## src/hdl/assert_macros.svh

```systemverilog
// Assertion macros shared by the RTL.
// Needs clk and rst_n in the scope where a macro is used.
`ifndef ASSERT_MACROS_SVH
`define ASSERT_MACROS_SVH

// same-cycle implication
`define ASSERT_IMPL(lbl, ante, cons, msg) \
  lbl: assert property (@(posedge clk) disable iff (!rst_n) (ante) |-> (cons)) else $error(msg);

// next-cycle implication
`define ASSERT_NEXT(lbl, ante, cons, msg) \
  lbl: assert property (@(posedge clk) disable iff (!rst_n) (ante) |=> (cons)) else $error(msg);

`endif

```

## src/hdl/gga_pkg.sv

```systemverilog
// Package for the GGA field extractor: characters, field numbers, result kinds,
// controller states, command/status structs and the header match step. No dependencies.
package gga_pkg;

  localparam int LINE_CHARS_DEF  = 128;
  localparam int FIELD_CHARS_DEF = 16;

  localparam logic [7:0] CHR_LF    = 8'h0A;
  localparam logic [7:0] CHR_CR    = 8'h0D;
  localparam logic [7:0] CHR_COMMA = 8'h2C;
  localparam logic [7:0] CHR_DOT   = 8'h2E;
  localparam logic [7:0] CHR_ZERO  = 8'h30;

  localparam logic [3:0] TOK_LAT = 4'd2;
  localparam logic [3:0] TOK_LON = 4'd4;
  localparam logic [3:0] TOK_ALT = 4'd9;
  localparam logic [3:0] TOK_MAX = 4'd15;

  localparam logic [2:0] PAT_LEN = 3'd5;
  localparam logic [7:0] GGA_PAT  [0:4] = '{8'h47, 8'h50, 8'h47, 8'h47, 8'h41};
  localparam logic [2:0] GGA_FAIL [0:4] = '{3'd0, 3'd0, 3'd1, 3'd1, 3'd0};

  typedef enum logic [1:0] {
    KIND_LAT = 2'd0,
    KIND_LON = 2'd1,
    KIND_ALT = 2'd2,
    KIND_OVF = 2'd3
  } kind_t;

  typedef enum logic [2:0] {
    ST_IDLE,
    ST_LAT,
    ST_LON,
    ST_ALT,
    ST_OVF
  } state_t;

  typedef struct packed {
    logic  take;
    logic  clear;
    logic  load;
    logic  slot_inc;
    logic  slot_rst;
    kind_t sel;
  } cmd_t;

  typedef struct packed {
    logic eol;
    logic matched;
    logic ovf;
    logic fld_empty;
    logic fld_final;
    logic out_free;
  } sts_t;

  // one step of the "GPGGA" prefix matcher
  function automatic logic [2:0] gga_match_step(input logic [2:0] p_in, input logic [7:0] c);
    logic [2:0] p;
    logic       done;
    p    = (p_in >= PAT_LEN) ? 3'd0 : p_in;
    done = 1'b0;
    for (int k = 0; k < 4; k++) begin
      if (!done) begin
        if (p != 3'd0 && c != GGA_PAT[p]) begin
          p = GGA_FAIL[p - 3'd1];
        end else begin
          done = 1'b1;
        end
      end
    end
    if (c == GGA_PAT[p]) begin
      p = p + 3'd1;
    end
    return p;
  endfunction

endpackage

```

## src/hdl/gga_ctrl.sv

```systemverilog
// Controller FSM of the GGA field extractor: accepts bytes, sequences the drain.
// Depends on gga_pkg.
module gga_ctrl import gga_pkg::*; (
  input  logic clk,
  input  logic rst_n,
  input  logic in_tvalid,
  output logic in_tready,
  input  sts_t sts,
  output cmd_t cmd
);

  state_t state_r, state_nxt;

  always_ff @(posedge clk) begin
    if (!rst_n) begin
      state_r <= ST_IDLE;
    end else begin
      state_r <= state_nxt;
    end
  end

  always_comb begin
    state_nxt    = state_r;
    in_tready    = 1'b0;
    cmd          = '0;
    cmd.sel      = KIND_LAT;
    case (state_r)
      ST_IDLE: begin
        in_tready    = 1'b1;
        cmd.slot_rst = 1'b1;
        if (in_tvalid) begin
          cmd.take = 1'b1;
          if (sts.eol && sts.matched) begin
            state_nxt = ST_LAT;
          end else if (sts.ovf) begin
            state_nxt = ST_OVF;
          end
        end
      end
      ST_LAT, ST_LON, ST_ALT: begin
        cmd.sel = (state_r == ST_LAT) ? KIND_LAT :
                  (state_r == ST_LON) ? KIND_LON : KIND_ALT;
        if (sts.fld_empty || (sts.out_free && sts.fld_final)) begin
          cmd.load     = !sts.fld_empty;
          cmd.slot_rst = 1'b1;
          case (state_r)
            ST_LAT:  state_nxt = ST_LON;
            ST_LON:  state_nxt = ST_ALT;
            default: begin
              state_nxt = ST_IDLE;
              cmd.clear = 1'b1;
            end
          endcase
        end else if (sts.out_free) begin
          cmd.load     = 1'b1;
          cmd.slot_inc = 1'b1;
        end
      end
      ST_OVF: begin
        cmd.sel = KIND_OVF;
        if (sts.out_free) begin
          cmd.load  = 1'b1;
          state_nxt = ST_IDLE;
        end
      end
      default: state_nxt = ST_IDLE;
    endcase
  end

endmodule

```

## src/hdl/gga_dp.sv

```systemverilog
// Datapath of the GGA field extractor: line/field tracking, field buffers,
// drain slot counter and output register. Depends on gga_pkg.
module gga_dp import gga_pkg::*; #(
  parameter int LINE_CHARS  = LINE_CHARS_DEF,
  parameter int FIELD_CHARS = FIELD_CHARS_DEF
) (
  input  logic       clk,
  input  logic       rst_n,
  input  logic [7:0] in_byte,
  input  cmd_t       cmd,
  output sts_t       sts,
  input  logic       out_tready,
  output logic       out_tvalid,
  output logic [7:0] out_tdata,
  output logic [1:0] out_tuser,
  output logic       out_tlast
);

  localparam int IDX_W = $clog2(FIELD_CHARS);
  localparam int LEN_W = $clog2(FIELD_CHARS + 1);
  localparam int TOT_W = $clog2(FIELD_CHARS + 2);
  localparam int LL_W  = $clog2(LINE_CHARS);
  localparam logic [LL_W-1:0]  LL_LIMIT = LL_W'(LINE_CHARS - 1);
  localparam logic [LEN_W-1:0] LEN_FULL = LEN_W'(FIELD_CHARS);

  logic [LL_W-1:0]  line_len_r, line_len_nxt;
  logic [3:0]       tok_r, tok_nxt;
  logic             in_tok_r, in_tok_nxt;
  logic [2:0]       prog_r, prog_nxt;
  logic             matched_r, matched_nxt;
  logic [LEN_W-1:0] lat_len_r, lat_len_nxt;
  logic [LEN_W-1:0] lon_len_r, lon_len_nxt;
  logic [LEN_W-1:0] alt_len_r, alt_len_nxt;
  logic             lon_chk_r, lon_chk_nxt;
  logic [TOT_W-1:0] slot_r;

  logic [7:0] lat_mem [FIELD_CHARS];
  logic [7:0] lon_mem [FIELD_CHARS];
  logic [7:0] alt_mem [FIELD_CHARS];

  logic             out_vld_r;
  logic [1:0]       out_kind_r;
  logic [7:0]       out_char_r;
  logic             out_last_r;

  logic             is_eol, ovf, do_clear;
  logic             lat_we, lon_we, alt_we;
  logic [LL_W-1:0]  line_len_inc;
  logic [2:0]       pm;

  logic [LEN_W-1:0] sel_len;
  logic             dotted, rest_empty, fld_final;
  logic [TOT_W-1:0] tot;
  logic [IDX_W-1:0] rd_idx;

  assign is_eol       = (in_byte == CHR_CR) || (in_byte == CHR_LF);
  assign line_len_inc = line_len_r + LL_W'(1);
  assign ovf          = !is_eol && (line_len_inc >= LL_LIMIT);
  assign pm           = gga_match_step(prog_r, in_byte);

  always_comb begin
    line_len_nxt = line_len_r;
    tok_nxt      = tok_r;
    in_tok_nxt   = in_tok_r;
    prog_nxt     = prog_r;
    matched_nxt  = matched_r;
    lat_len_nxt  = lat_len_r;
    lon_len_nxt  = lon_len_r;
    alt_len_nxt  = alt_len_r;
    lon_chk_nxt  = lon_chk_r;
    lat_we       = 1'b0;
    lon_we       = 1'b0;
    alt_we       = 1'b0;
    do_clear     = cmd.clear;
    if (cmd.take) begin
      if (is_eol) begin
        do_clear = !matched_r;
      end else begin
        line_len_nxt = line_len_inc;
        if (!matched_r) begin
          if (pm >= PAT_LEN) begin
            matched_nxt = 1'b1;
            prog_nxt    = 3'd0;
          end else begin
            prog_nxt = pm;
          end
        end
        if (in_byte == CHR_COMMA) begin
          if (in_tok_r) begin
            in_tok_nxt = 1'b0;
            if (tok_r < TOK_MAX) begin
              tok_nxt = tok_r + 4'd1;
            end
          end
        end else begin
          in_tok_nxt = 1'b1;
          if (tok_r == TOK_LAT) begin
            lat_we = (in_byte != CHR_DOT) && (lat_len_r < LEN_FULL);
          end else if (tok_r == TOK_LON) begin
            if (in_byte != CHR_DOT) begin
              lon_chk_nxt = 1'b1;
              lon_we = (lon_chk_r || in_byte != CHR_ZERO) && (lon_len_r < LEN_FULL);
            end
          end else if (tok_r == TOK_ALT) begin
            alt_we = alt_len_r < LEN_FULL;
          end
        end
        if (lat_we) lat_len_nxt = lat_len_r + LEN_W'(1);
        if (lon_we) lon_len_nxt = lon_len_r + LEN_W'(1);
        if (alt_we) alt_len_nxt = alt_len_r + LEN_W'(1);
        do_clear = ovf;
      end
    end
    if (do_clear) begin
      line_len_nxt = '0;
      tok_nxt      = '0;
      in_tok_nxt   = 1'b0;
      prog_nxt     = '0;
      matched_nxt  = 1'b0;
      lat_len_nxt  = '0;
      lon_len_nxt  = '0;
      alt_len_nxt  = '0;
      lon_chk_nxt  = 1'b0;
    end
  end

  always_ff @(posedge clk) begin
    if (!rst_n) begin
      line_len_r <= '0;
      tok_r      <= '0;
      in_tok_r   <= 1'b0;
      prog_r     <= '0;
      matched_r  <= 1'b0;
      lat_len_r  <= '0;
      lon_len_r  <= '0;
      alt_len_r  <= '0;
      lon_chk_r  <= 1'b0;
    end else begin
      line_len_r <= line_len_nxt;
      tok_r      <= tok_nxt;
      in_tok_r   <= in_tok_nxt;
      prog_r     <= prog_nxt;
      matched_r  <= matched_nxt;
      lat_len_r  <= lat_len_nxt;
      lon_len_r  <= lon_len_nxt;
      alt_len_r  <= alt_len_nxt;
      lon_chk_r  <= lon_chk_nxt;
    end
  end

  always_ff @(posedge clk) begin
    if (lat_we) lat_mem[lat_len_r[IDX_W-1:0]] <= in_byte;
    if (lon_we) lon_mem[lon_len_r[IDX_W-1:0]] <= in_byte;
    if (alt_we) alt_mem[alt_len_r[IDX_W-1:0]] <= in_byte;
  end

  // drain: dotted fields put '.' in slot 2 when two or more chars were kept
  always_comb begin
    case (cmd.sel)
      KIND_LAT: begin
        sel_len    = lat_len_r;
        rest_empty = (lon_len_r == '0) && (alt_len_r == '0);
      end
      KIND_LON: begin
        sel_len    = lon_len_r;
        rest_empty = alt_len_r == '0;
      end
      KIND_ALT: begin
        sel_len    = alt_len_r;
        rest_empty = 1'b1;
      end
      default: begin
        sel_len    = '0;
        rest_empty = 1'b1;
      end
    endcase
    dotted    = (cmd.sel == KIND_LAT) || (cmd.sel == KIND_LON);
    tot       = TOT_W'(sel_len) + TOT_W'(dotted && (sel_len >= LEN_W'(2)));
    rd_idx    = (dotted && slot_r > TOT_W'(2)) ? IDX_W'(slot_r - TOT_W'(1)) : IDX_W'(slot_r);
    fld_final = slot_r == (tot - TOT_W'(1));
  end

  always_ff @(posedge clk) begin
    if (!rst_n) begin
      slot_r <= '0;
    end else if (cmd.slot_rst) begin
      slot_r <= '0;
    end else if (cmd.slot_inc) begin
      slot_r <= slot_r + TOT_W'(1);
    end
  end

  always_ff @(posedge clk) begin
    if (!rst_n) begin
      out_vld_r <= 1'b0;
    end else if (cmd.load) begin
      out_vld_r <= 1'b1;
    end else if (out_tready) begin
      out_vld_r <= 1'b0;
    end
  end

  always_ff @(posedge clk) begin
    if (cmd.load) begin
      out_kind_r <= cmd.sel;
      out_last_r <= (cmd.sel == KIND_OVF) || (fld_final && rest_empty);
      case (cmd.sel)
        KIND_LAT: out_char_r <= (slot_r == TOT_W'(2)) ? CHR_DOT : lat_mem[rd_idx];
        KIND_LON: out_char_r <= (slot_r == TOT_W'(2)) ? CHR_DOT : lon_mem[rd_idx];
        KIND_ALT: out_char_r <= alt_mem[rd_idx];
        default:  out_char_r <= 8'h00;
      endcase
    end
  end

  assign sts.eol       = is_eol;
  assign sts.matched   = matched_r;
  assign sts.ovf       = ovf;
  assign sts.fld_empty = sel_len == '0;
  assign sts.fld_final = fld_final;
  assign sts.out_free  = !out_vld_r || out_tready;

  assign out_tvalid = out_vld_r;
  assign out_tdata  = out_char_r;
  assign out_tuser  = out_kind_r;
  assign out_tlast  = out_last_r;

endmodule

```

## src/hdl/gga_sentence_field_extractor.sv

```systemverilog
// Top level of the GGA sentence field extractor: controller plus datapath.
// Depends on gga_pkg, gga_ctrl, gga_dp and assert_macros.svh.
//
//   channel | dir | tdata         | tuser     | tlast
//   in_     | in  | rx_byte[7:0]  | -         | -
//   out_    | out | out_char[7:0] | kind[1:0] | last
//
// A byte that fills the line is followed by the overflow notice, loaded before
// the next byte is taken. A CR/LF ending a "GPGGA" line drains its non-empty
// fields, one result per cycle when not stalled, via the single output register.
// in_tready is low during a drain; out_tready low stalls the drain in place.
// Synchronous active-low reset clears control state only.
`include "assert_macros.svh"

module gga_sentence_field_extractor import gga_pkg::*; #(
  parameter int LINE_CHARS  = LINE_CHARS_DEF,
  parameter int FIELD_CHARS = FIELD_CHARS_DEF
) (
  input  logic       clk,
  input  logic       rst_n,
  input  logic       in_tvalid,
  output logic       in_tready,
  input  logic [7:0] in_tdata,   // [7:0] rx_byte
  output logic       out_tvalid,
  input  logic       out_tready,
  output logic [7:0] out_tdata,  // [7:0] out_char
  output logic [1:0] out_tuser,  // [1:0] kind
  output logic       out_tlast
);

  cmd_t cmd;
  sts_t sts;

  gga_ctrl u_ctrl (
    .clk       (clk),
    .rst_n     (rst_n),
    .in_tvalid (in_tvalid),
    .in_tready (in_tready),
    .sts       (sts),
    .cmd       (cmd)
  );

  gga_dp #(
    .LINE_CHARS  (LINE_CHARS),
    .FIELD_CHARS (FIELD_CHARS)
  ) u_dp (
    .clk        (clk),
    .rst_n      (rst_n),
    .in_byte    (in_tdata),
    .cmd        (cmd),
    .sts        (sts),
    .out_tready (out_tready),
    .out_tvalid (out_tvalid),
    .out_tdata  (out_tdata),
    .out_tuser  (out_tuser),
    .out_tlast  (out_tlast)
  );

  `ASSERT_IMPL(a_ovf_fmt, out_tvalid && out_tuser == KIND_OVF, out_tlast && out_tdata == 8'h00, "overflow notice malformed")
  `ASSERT_NEXT(a_ovf_blocks, in_tvalid && in_tready && sts.ovf, !in_tready, "input open after overflow")
  `ASSERT_NEXT(a_nomatch_idle, in_tvalid && in_tready && sts.eol && !sts.matched, in_tready, "drain on unmatched line")

endmodule

```

## config.mk

```make
export PLATFORM = sky130hd
export DESIGN_NAME = gga_sentence_field_extractor
export DESIGN_NICKNAME = d
export VERILOG_FILES = /design/src/hdl/gga_pkg.sv /design/src/hdl/gga_ctrl.sv /design/src/hdl/gga_dp.sv /design/src/hdl/gga_sentence_field_extractor.sv
export VERILOG_INCLUDE_DIRS = /design/src /design/src/hdl
export SDC_FILE = /design/constraint.sdc
export NUM_CORES = 1
export LEC_CHECK = 0
export BUFFER_PORTS_ARGS = -buffer_cell sky130_fd_sc_hd__buf_2
export CAP_MARGIN = 20
export CORE_UTILIZATION = 62
export CTS_CLUSTER_SIZE = 14
export DETAILED_ROUTE_END_ITERATION = 6
export PLACE_DENSITY = 0.78
export SLEW_MARGIN = 10
export SYNTH_ARGS = -nofsm -noshare
export SYNTH_HDL_FRONTEND = slang
export SYNTH_SLANG_ARGS = --single-unit
```

## constraint.sdc

```tcl
create_clock -name clk -period 10.55 [get_ports clk]
set_input_delay 2.6375 -clock clk [delete_from_list [all_inputs] [get_ports clk]]
set_output_delay 2.6375 -clock clk [all_outputs]
set_load 0.01 [all_outputs]
```

# Yosys cells after proc, flatten, opt, wreduce, memory -nomap -nowiden
# Memory sizes are Yosys's and may differ from the RTL's.
# Index checks and enable logic that the tools add are counted.
[totals] register_bits=52 mem_bits_rw=384 rom_bits=416 in_bits=12 word_cells=242 memories=12
[mem_list] name="u_dp.alt_mem" depth=16 word_bits=8 read_ports=1 rd_clocked_by_memory_dff=0 write_ports=1 line_no="gga_dp.sv:39" source="logic [7:0] alt_mem [FIELD_CHARS];"
[mem_list] name="u_dp.lat_mem" depth=16 word_bits=8 read_ports=1 rd_clocked_by_memory_dff=0 write_ports=1 line_no="gga_dp.sv:37" source="logic [7:0] lat_mem [FIELD_CHARS];"
[mem_list] name="u_dp.lon_mem" depth=16 word_bits=8 read_ports=1 rd_clocked_by_memory_dff=0 write_ports=1 line_no="gga_dp.sv:38" source="logic [7:0] lon_mem [FIELD_CHARS];"
[mem_list] name="(name not given)" depth=8 word_bits=8 read_ports=1 rd_clocked_by_memory_dff=0 write_ports=0 line_no="gga_pkg.sv:64" source="if (p != 3'd0 && c != GGA_PAT[p]) begin"
[mem_list] name="(name not given)" depth=8 word_bits=8 read_ports=1 rd_clocked_by_memory_dff=0 write_ports=0 line_no="gga_pkg.sv:71" source="if (c == GGA_PAT[p]) begin"
[mem_list] name="(name not given)" depth=8 word_bits=8 read_ports=1 rd_clocked_by_memory_dff=0 write_ports=0 line_no="gga_pkg.sv:64"
[mem_list] name="+6 memories"
[classes] addsub=14 order_cmp=18 eq_ne=26 n_mux=98 bitwise=14 n_reduce_logical=45
[ops] op="8-bit 2-to-1 mux" count=12
[ops] op="3-bit 2-to-1 mux" count=23
[ops] op="1-bit 2-to-1 mux" count=51
[ops] op="4-bit >= comparator (second input constant)" count=9
[ops] op="3-bit inverter with 4-bit output" count=9
[ops] op="8-bit inequality test" count=4
[ops] op="8-bit case mux with 3 select lines" count=1
[ops] op="5-bit by 1-bit adder with 5-bit output (second input constant)" count=4
[ops] op="8-bit by 4-bit == test with 1-bit output (second input constant)" count=2
[ops] op="8-bit by 6-bit inequality test with 1-bit output (second input constant)" count=2
[ops] op="5-bit zero test" count=3
[ops] op="5-bit < comparator (second input constant)" count=3
[ops] op="5-bit case mux with 3 select lines" count=1
[ops] op="1-bit logical AND" count=13
[ops] op="3-bit AND reduction" count=4
[ops] op="3-bit nonzero test" count=4
[ops] op="3-bit by 1-bit subtractor with 3-bit output (second input constant)" count=4
[ops] op="3-bit case mux with 3 select lines" count=1
[ops] op="8-bit by 6-bit == test with 1-bit output (second input constant)" count=1
[ops] op="8-bit == test" count=1
[ops] op="2-bit case mux with 2 select lines" count=2
[ops] op="7-bit by 1-bit adder with 7-bit output (second input constant)" count=1
[ops] op="7-bit >= comparator (second input constant)" count=1
[ops] op="3-bit by 2-bit == test with 1-bit output (second input constant)" count=2
[ops] op="36 further kinds" count=57

# Depth between registers and ports, before layout
# Gate-level depths: netlist of run 1.
[logic_depth] ltp_word=42 depth_mapped=39 ltp_nobuf=39

# Cells and area by module
# Synthesis of run 1 repeated with hierarchy kept, for this count alone.
[hier_totals] cells_unflattened=1176 hier_area_um2=18650.4
[by_module_without_submodules] mod="gga_dp" n_inst=1 cells_per_inst=1139 area_per_inst_um2=18351.4 seq_area_each_um2=12622.1
[by_module_without_submodules] mod="gga_ctrl" n_inst=1 cells_per_inst=37 area_per_inst_um2=299.0 seq_area_each_um2=60.1

# Least setup slack after synthesis of run 1
# Ideal clock, no wire load.
[synth_timing] path_kind="input to register" from="input in_tdata[0]" to="register u_dp.matched_r" setup_ns=0.116 arrival_ns=8.535 required_time_ns=10.434 slack_ns=1.899 path_stages=33 path_buffers=0 cell_sequence="or4b_2 a41o_1 o21ai_2 nor2_1 inv_1 ha_1 nand4b_1 o211ai_1 a21oi_1 mux2i_1 a21oi_1 ha_1 nor2b_1 a221o_1 o2111ai_1 and4b_1 a211o_1 nand2_1 ha_1 nor2b_1 a221o_1 o2111ai_1 a21oi_1 a41o_1 a21boi_2 inv_1 ha_1 o41ai_1 nand2_1 a31oi_1 nor2b_1 mux2i_1 a41o_1"
[synth_between] elab_chain_len=36 elab_cells_between_ends=70 cone_classes="add/sub: 4; order compare: 1; eq/ne: 7; mux: 31; bitwise: 8; reduce/logical: 12; memory: 7"
[synth_lines] item="start: declaration" line_no="gga_sentence_field_extractor.sv:23" source="input logic [7:0] in_tdata,"
[synth_lines] item="branches (longest 36 deep; another with 3-bit by 1-bit subtractor with 3-bit output)"
[synth_lines] item="end signal: assignment" line_no="gga_dp.sv:143" source="matched_r <= matched_nxt;"
[synth_lines] item="end: declaration" line_no="gga_dp.sv:30" source="logic matched_r, matched_nxt;"
# Several ways; the timed one is not identified. The select of a mux whose other input is x is not followed.
# A chain may end at the register's enable or synchronous reset.

# Final worst setup path of run 1
# Ends and elaborated chain as after synthesis.

==> metrics, run 1 <==
outcome completed; Routed Antenna Nets 0; fin crit share around nine tenths; count of pins over their slew limit 0; Post-synth top cells edfxtp_1, mux2i_1, nand2_1, nor2_1, mux4_2; top_reg_cell synth edfxtp_1; f_max roughly 0.10 GHz; fin nets approximately 1400; Rows between 60 and 70; worst-path maximum fanout 64; startpoint types primary input; max layer used met5; Synth top area share between 50% and 60%; Buffers on Ports 24; setup_tns 0 ns; sequential share of the synthesized area a little over 60%; Vias between 10000 and 15000; met2 WL post-DR 23000 µm; placed inst area approximately 21000 µm²; Metal-1 WL between 15000 and 20000 µm; Crit. End Element flop; Die ar. roughly 34000 µm²; post-route cell area approximately 22000 µm²; Leak Pwr about 7 nW; Fillers 2092; ys async rst share 0%; root buffer cell clkbuf_16; CTS resizes 0; slowest cell delay on critical path about 0.57 ns; RSZ-0062 raised after global routing false; Worst Skew 0.0255 ns; router iterations before antenna repair 6; final hold violation count 0; critical path class in -> reg; fin crit period around 9.6 ns; placed insts around 1800; H-tree levels 2; Mapped Cells 1376; Post-Route WL between 40000 and 50000 µm; Seq cells post-synth 436; placed wire-length estimate ~31000 µm; antenna fix cells 0; EDFF count, synth approximately 400; first-pass GRT wire length just over 70000 µm; Mapped Avg Cell Area between 10 and 15 µm²; initial antenna violation count 3; Mapped Area slightly above 20000 µm²; VDD IR max 0.145 mV; cts hold-fix bufs 0; Avg WL per Cell about 26 µm; Synth area leader edfxtp_1; Crit-path slowest cell nor3b_1; largest cells by area after synthesis edfxtp_1, mux2i_1, mux4_2; TritonCTS Buffers 44; Worst EP required around 11 ns; power density cells 161 nW/µm²; Tot GR Track Use around 30%; CTS tree yes; initial DRC count ~1300; Die Y 183 µm; YS warnings 0; largest net degree at the start of global routing 65; top-count cell post-synth edfxtp_1; Worst Tran Pin Value ~1.1 ns; worst hold path type reg -> reg; Area growth syn-to-layout 9.86%; core box area 31900 µm²; Netlist cell types about 80; max_cap viols 0; Die Wd 183 µm; clk sinks about 440; worst-skew pair later-pin latency between 0.5 and 0.6 ns; DR vias/cell about 6.6; Setup-failing EPs final 0; syn nets between 1000 and 1500; number of remaining DRC errors 0; Initial Util around 64%; worst path arrival time a little over 10 ns; grt total ovfl 0; Slew HR around a quarter; met3 routed wirelength between 4000 and 5000 µm; Clock Tree Buf Depth 3; io pins 25; fraction of layout cells with a size suffix above 1 between 15 and 20%; crit-path most repeated cell ha_1; placer congestion estimate around 0.95; clock-pin slew on the worst setup and hold paths about 0.06 ns; vias in the first global route 11900; Setup Buffers After CTS 0; post-route insts no fill 1867
-- registers in the layout, indices dropped and copies added (netlist names), 5 cells and up --
register,flops
u_dp.alt_len_r,5
u_dp.alt_mem,128
u_dp.lat_len_r,5
u_dp.lat_mem,128
u_dp.line_len_r,7
u_dp.lon_len_r,5
u_dp.lon_mem,128
u_dp.out_tdata,8
u_dp.slot_r,5
-- metal layers --
metal	vias up	GRT usage, %
met5	-	0
met4	2	11.1
met3	100	5.66
met2	637	46.7
met1	6160	40.5
li1	5435	-
-- cell families after synthesis --
group,synth area share (%)
flops,62.3
simple gates,8.12
mux,16.1
compound gates,6.91
buf+inv,2.65
fa+ha+maj,2.34
xor+xnor,1.55
-- path summary, 6_finish.rpt --
kind                            cells past startpoint      startpoint  slack [ns]              to
worst max-delay path                               32     in_tdata[0]        0.91  u_dp.matched_r
worst min-delay path                                2  u_dp.lon_chk_r        0.50  u_dp.lon_chk_r
worst max register to register                     34  u_dp.prog_r[0]        2.60  u_dp.matched_r
worst min register to register                      2  u_dp.lon_chk_r        0.50  u_dp.lon_chk_r
-- where the power goes --
part           internal, mW  switching, mW
logic                0.0397         0.0769
clock network         0.952          0.643
registers              1.88        0.00271
-- cell usage in the layout, fill, tap and decap left out, types with 8 or more instances in the layout --
| cell type | instances |
|---|---|
| clkbuf_16 | 45 |
| nor2_1 | 95 |
| nor3_1 | 11 |
| o21ai_0 | 17 |
| inv_1 | 27 |
| edfxtp_1 | 395 |
| a31oi_1 | 11 |
| mux2i_1 | 156 |
| a21oi_1 | 21 |
| o22ai_1 | 11 |
| clkbuf_1 | 10 |
| a311oi_1 | 10 |
| nand2_1 | 103 |
| dfxtp_1 | 40 |
| nand4_1 | 10 |
| a221oi_1 | 12 |
| ha_1 | 37 |
| nand3_1 | 21 |
| o221ai_1 | 8 |
| and2_1 | 13 |
| nor3_2 | 10 |
| nand2b_1 | 13 |
| a211oi_1 | 30 |
| buf_4 | 29 |
| or3_1 | 8 |
| mux4_2 | 67 |
| buf_2 | 24 |
| nor2b_1 | 17 |
| xnor2_1 | 15 |
| xor2_1 | 15 |
| mux2_2 | 16 |
-- per-stage QoR --
| stage | total power [mW] | setup WS [ns] | hold WS (ns) | utilization, % |
|---|---|---|---|---|
| floorplan | 1.99 | 1.90 | 0.442 | - |
| global route | 3.68 | 0.360 | 0.537 | 70.1 |
| finish | 3.60 | 0.912 | 0.501 | 70.1 |
| detailed placement | 2.04 | 0.519 | 0.481 | 65.4 |
| global placement | 2.03 | 0.887 | 0.462 | 65.4 |
| CTS | 3.60 | 0.962 | 0.508 | 70.1 |
-- final cells by class --
cell class / instances / area [µm²] / area share (%)
timing repair buffer: 54 / 349 / 1.56
clock buffer: 58 / 1200 / 5.39
tap: 435 / 544 / 2.44
inverter: 28 / 105 / 0.470
multi-input combinational: 834 / 7190 / 32.2
clock inverter: 22 / 270 / 1.21
sequential: 436 / 12700 / 56.8
-- critical path: cells and delay by family --
kind | cells | cell delay, ns
buffers and inverters | 4 | 0.94
AO/OA/AOI/OAI | 13 | 3.15
adder cells (fa/ha/maj) | 4 | 0.86
multiplexers | 2 | 0.42
AND/OR/NAND/NOR | 9 | 2.04
(Power assumes the default switching activity.)
==> run 2, diff against run 1 <==
--- a/config.mk
+++ b/config.mk
@@ -8,10 +8,9 @@
 export LEC_CHECK = 0
 export BUFFER_PORTS_ARGS = -buffer_cell sky130_fd_sc_hd__buf_2
 export CAP_MARGIN = 20
-export CORE_UTILIZATION = 62
+export CORE_UTILIZATION = 40
 export CTS_CLUSTER_SIZE = 14
 export DETAILED_ROUTE_END_ITERATION = 6
-export PLACE_DENSITY = 0.78
 export SLEW_MARGIN = 10
 export SYNTH_ARGS = -nofsm -noshare
 export SYNTH_HDL_FRONTEND = slang
==> run 2 against run 1 <==
Net effect:
- hold slack lost 0.0096 ns
- combinational power barely moved
- clock skew fell by 0.013 ns
- power is 2.7% lower
- die area grew 54%
- design area grew 1.2%
- utilization fell by 25 points
- register-to-register slack better by 0.19 ns
- sequential power barely moved
- critical path depth increased by 2
==> metrics, run 2 (synthesis gave the netlist of run 1 again) <==
fin crit share between 80% and 90%; worst path bufs/invs 4; io pins 25; worst r2r src u_dp.prog_r[2]; vias in the first global route between 10000 and 15000; Crit path max-delay family compound AO/OA/AOI/OAI gates; router iterations before antenna repair 7; Crit-path slowest cell buf_4; worst-skew pair later-pin latency approximately 0.56 ns; Clock Tree Buf Depth 3; Die Wd around 230 µm; worst hold margin 0.491 ns; Routed Antenna Nets 0; Worst Skew between 0.01 and 0.015 ns; most frequent cells in the layout edfxtp_1, mux2i_1, nand2_1, nor2_1, mux4_2; Area growth syn-to-layout 11.2%; VDD IR max between 0.1 and 0.15 mV; worst hold path type reg -> reg; Slew HR 23.1%; PnR worst setup slack around 1.3 ns; first-pass GRT wire length 79100 µm; RSZ-0062 raised after global routing false; hold path cells 2; startpoint types primary input; grt total ovfl 0; final hold violation count 0; worst-path maximum fanout 58; hold path endpoint u_dp.in_tok_r; cts hold-fix bufs 0; CTS resizes 0; Tot GR Track Use 21.1%; Worst Tran Pin Value roughly 1.1 ns; Levels on crit path 34; Leak Pwr about 7 nW; H-tree levels 2; Initial Util between 40% and 50%; TritonCTS Buffers 45; f_max about 0.11 GHz; core box area around 50000 µm²; Worst EP required approximately 11 ns; crit-path most repeated cell ha_1; R2R Path End u_dp.matched_r; Setup-failing EPs final 0; critical path class in -> reg; power density cells around 150 nW/µm²; placer congestion estimate 0.876; Buffers on Ports 24; number of remaining DRC errors 0; setup_tns 0 ns; commonest non-fill, non-tap cell in the layout edfxtp_1; Rows ~80; clk sinks between 400 and 500; slowest cell delay on critical path between 0.5 and 0.6 ns; CTS tree yes; outcome completed; fin crit period between 9 and 10 ns; placed wire-length estimate around 35000 µm; cells on worst reg2reg path 34; Vias around 12000; P_sw around 0.73 mW; DR vias/cell 5.77; Post-Route WL ~53000 µm; initial antenna violation count 0; Comb pwr share under 10%; Avg WL per Cell around 25 µm; Int Pwr around 2.8 mW; antenna fix cells 0; initial DRC count between 1000 and 1500; fraction of layout cells with a size suffix above 1 between 10% and 20%; Setup Buffers After CTS 0; Die Y 228 µm; Clock power frac a little over two fifths; min-delay src u_dp.in_tok_r; post-layout util between 40 and 50%; largest net degree at the start of global routing just under 60; Die ar. between 50000 and 60000 µm²; Crit. End Element flop; root buffer cell clkbuf_16; max_cap viols 0; Sw Ratio about a fifth; Reg power frac ~54%; fin nets between 1000 and 1500; clock-pin slew on the worst setup and hold paths about 0.060 ns; worst path arrival time about 9.7 ns; DP Worst Slack about 0.69 ns; Reg2Reg Setup Slack about 2.8 ns; count of pins over their slew limit 0
run 2: changes by cell type in the layout (fill, tap and decap cells not counted):
| cell | change |
|---|---|
| bufinv_16 | -4 |
| clkinvlp_4 | +2 |
| buf_6 | +3 |
| clkinv_1 | -1 |
| clkbuf_8 | -2 |
| clkinv_4 | -1 |
| nor3_1 | +2 |
| buf_4 | +7 |
| clkinv_2 | +9 |
| nor3_2 | -2 |
run 2: worst max path at each step:
stage | startpoint | to | slack, ns
floorplan | in_tdata[0] | u_dp.matched_r | 1.90
global placement | in_tdata[0] | u_dp.matched_r | 0.93
detailed placement | in_tdata[0] | u_dp.matched_r | 0.69
CTS | in_tdata[0] | u_dp.matched_r | 1.29
global route | in_tdata[0] | u_dp.prog_r[0] | 0.47
finish | in_tdata[0] | u_dp.matched_r | 1.27
run 2: final cells by class:
type                    instances  area, µm²
well taps                     672        841
multi-input cells             834       7180
clock inverters                27        198
repair buffers                 64        435
fillers                      4392      27500
inverters                      28        105
clock buffers                  56       1180
flip-flops and latches        436      12700
run 2: worst min-delay path: stages, from the launching register on:
cell      delay, ns
dfxtp_1        0.31
nor2_1         0.09
a211oi_1       0.05
run 2: per-layer routing:
metal / global-route usage (%) / wire length (µm)
met4: 8.25 / 1840
met3: 3.14 / 3170
met2: 34.8 / 25700
met1: 28.0 / 22600
met5: 0 / 0
run 2: power by group through the flow:
stage          Clock, mW  Sequential (mW)  Combinational [mW]
2_1_floorplan          0             1.92              0.0681
3_3_place_gp           0             1.92               0.115
3_5_place_dp           0             1.92               0.119
4_1_cts             1.52             1.88               0.119
5_1_grt             1.59             1.88               0.133
6_report            1.50             1.88               0.118
run 2: per-stage QoR:
stage	area [µm²]	cells	power, mW
finish	22600	2117	3.50
global route	22600	2117	3.61
CTS	22600	2116	3.53
detailed placement	21200	2033	2.04
global placement	21200	2029	2.04
floorplan	20300	1376	1.99
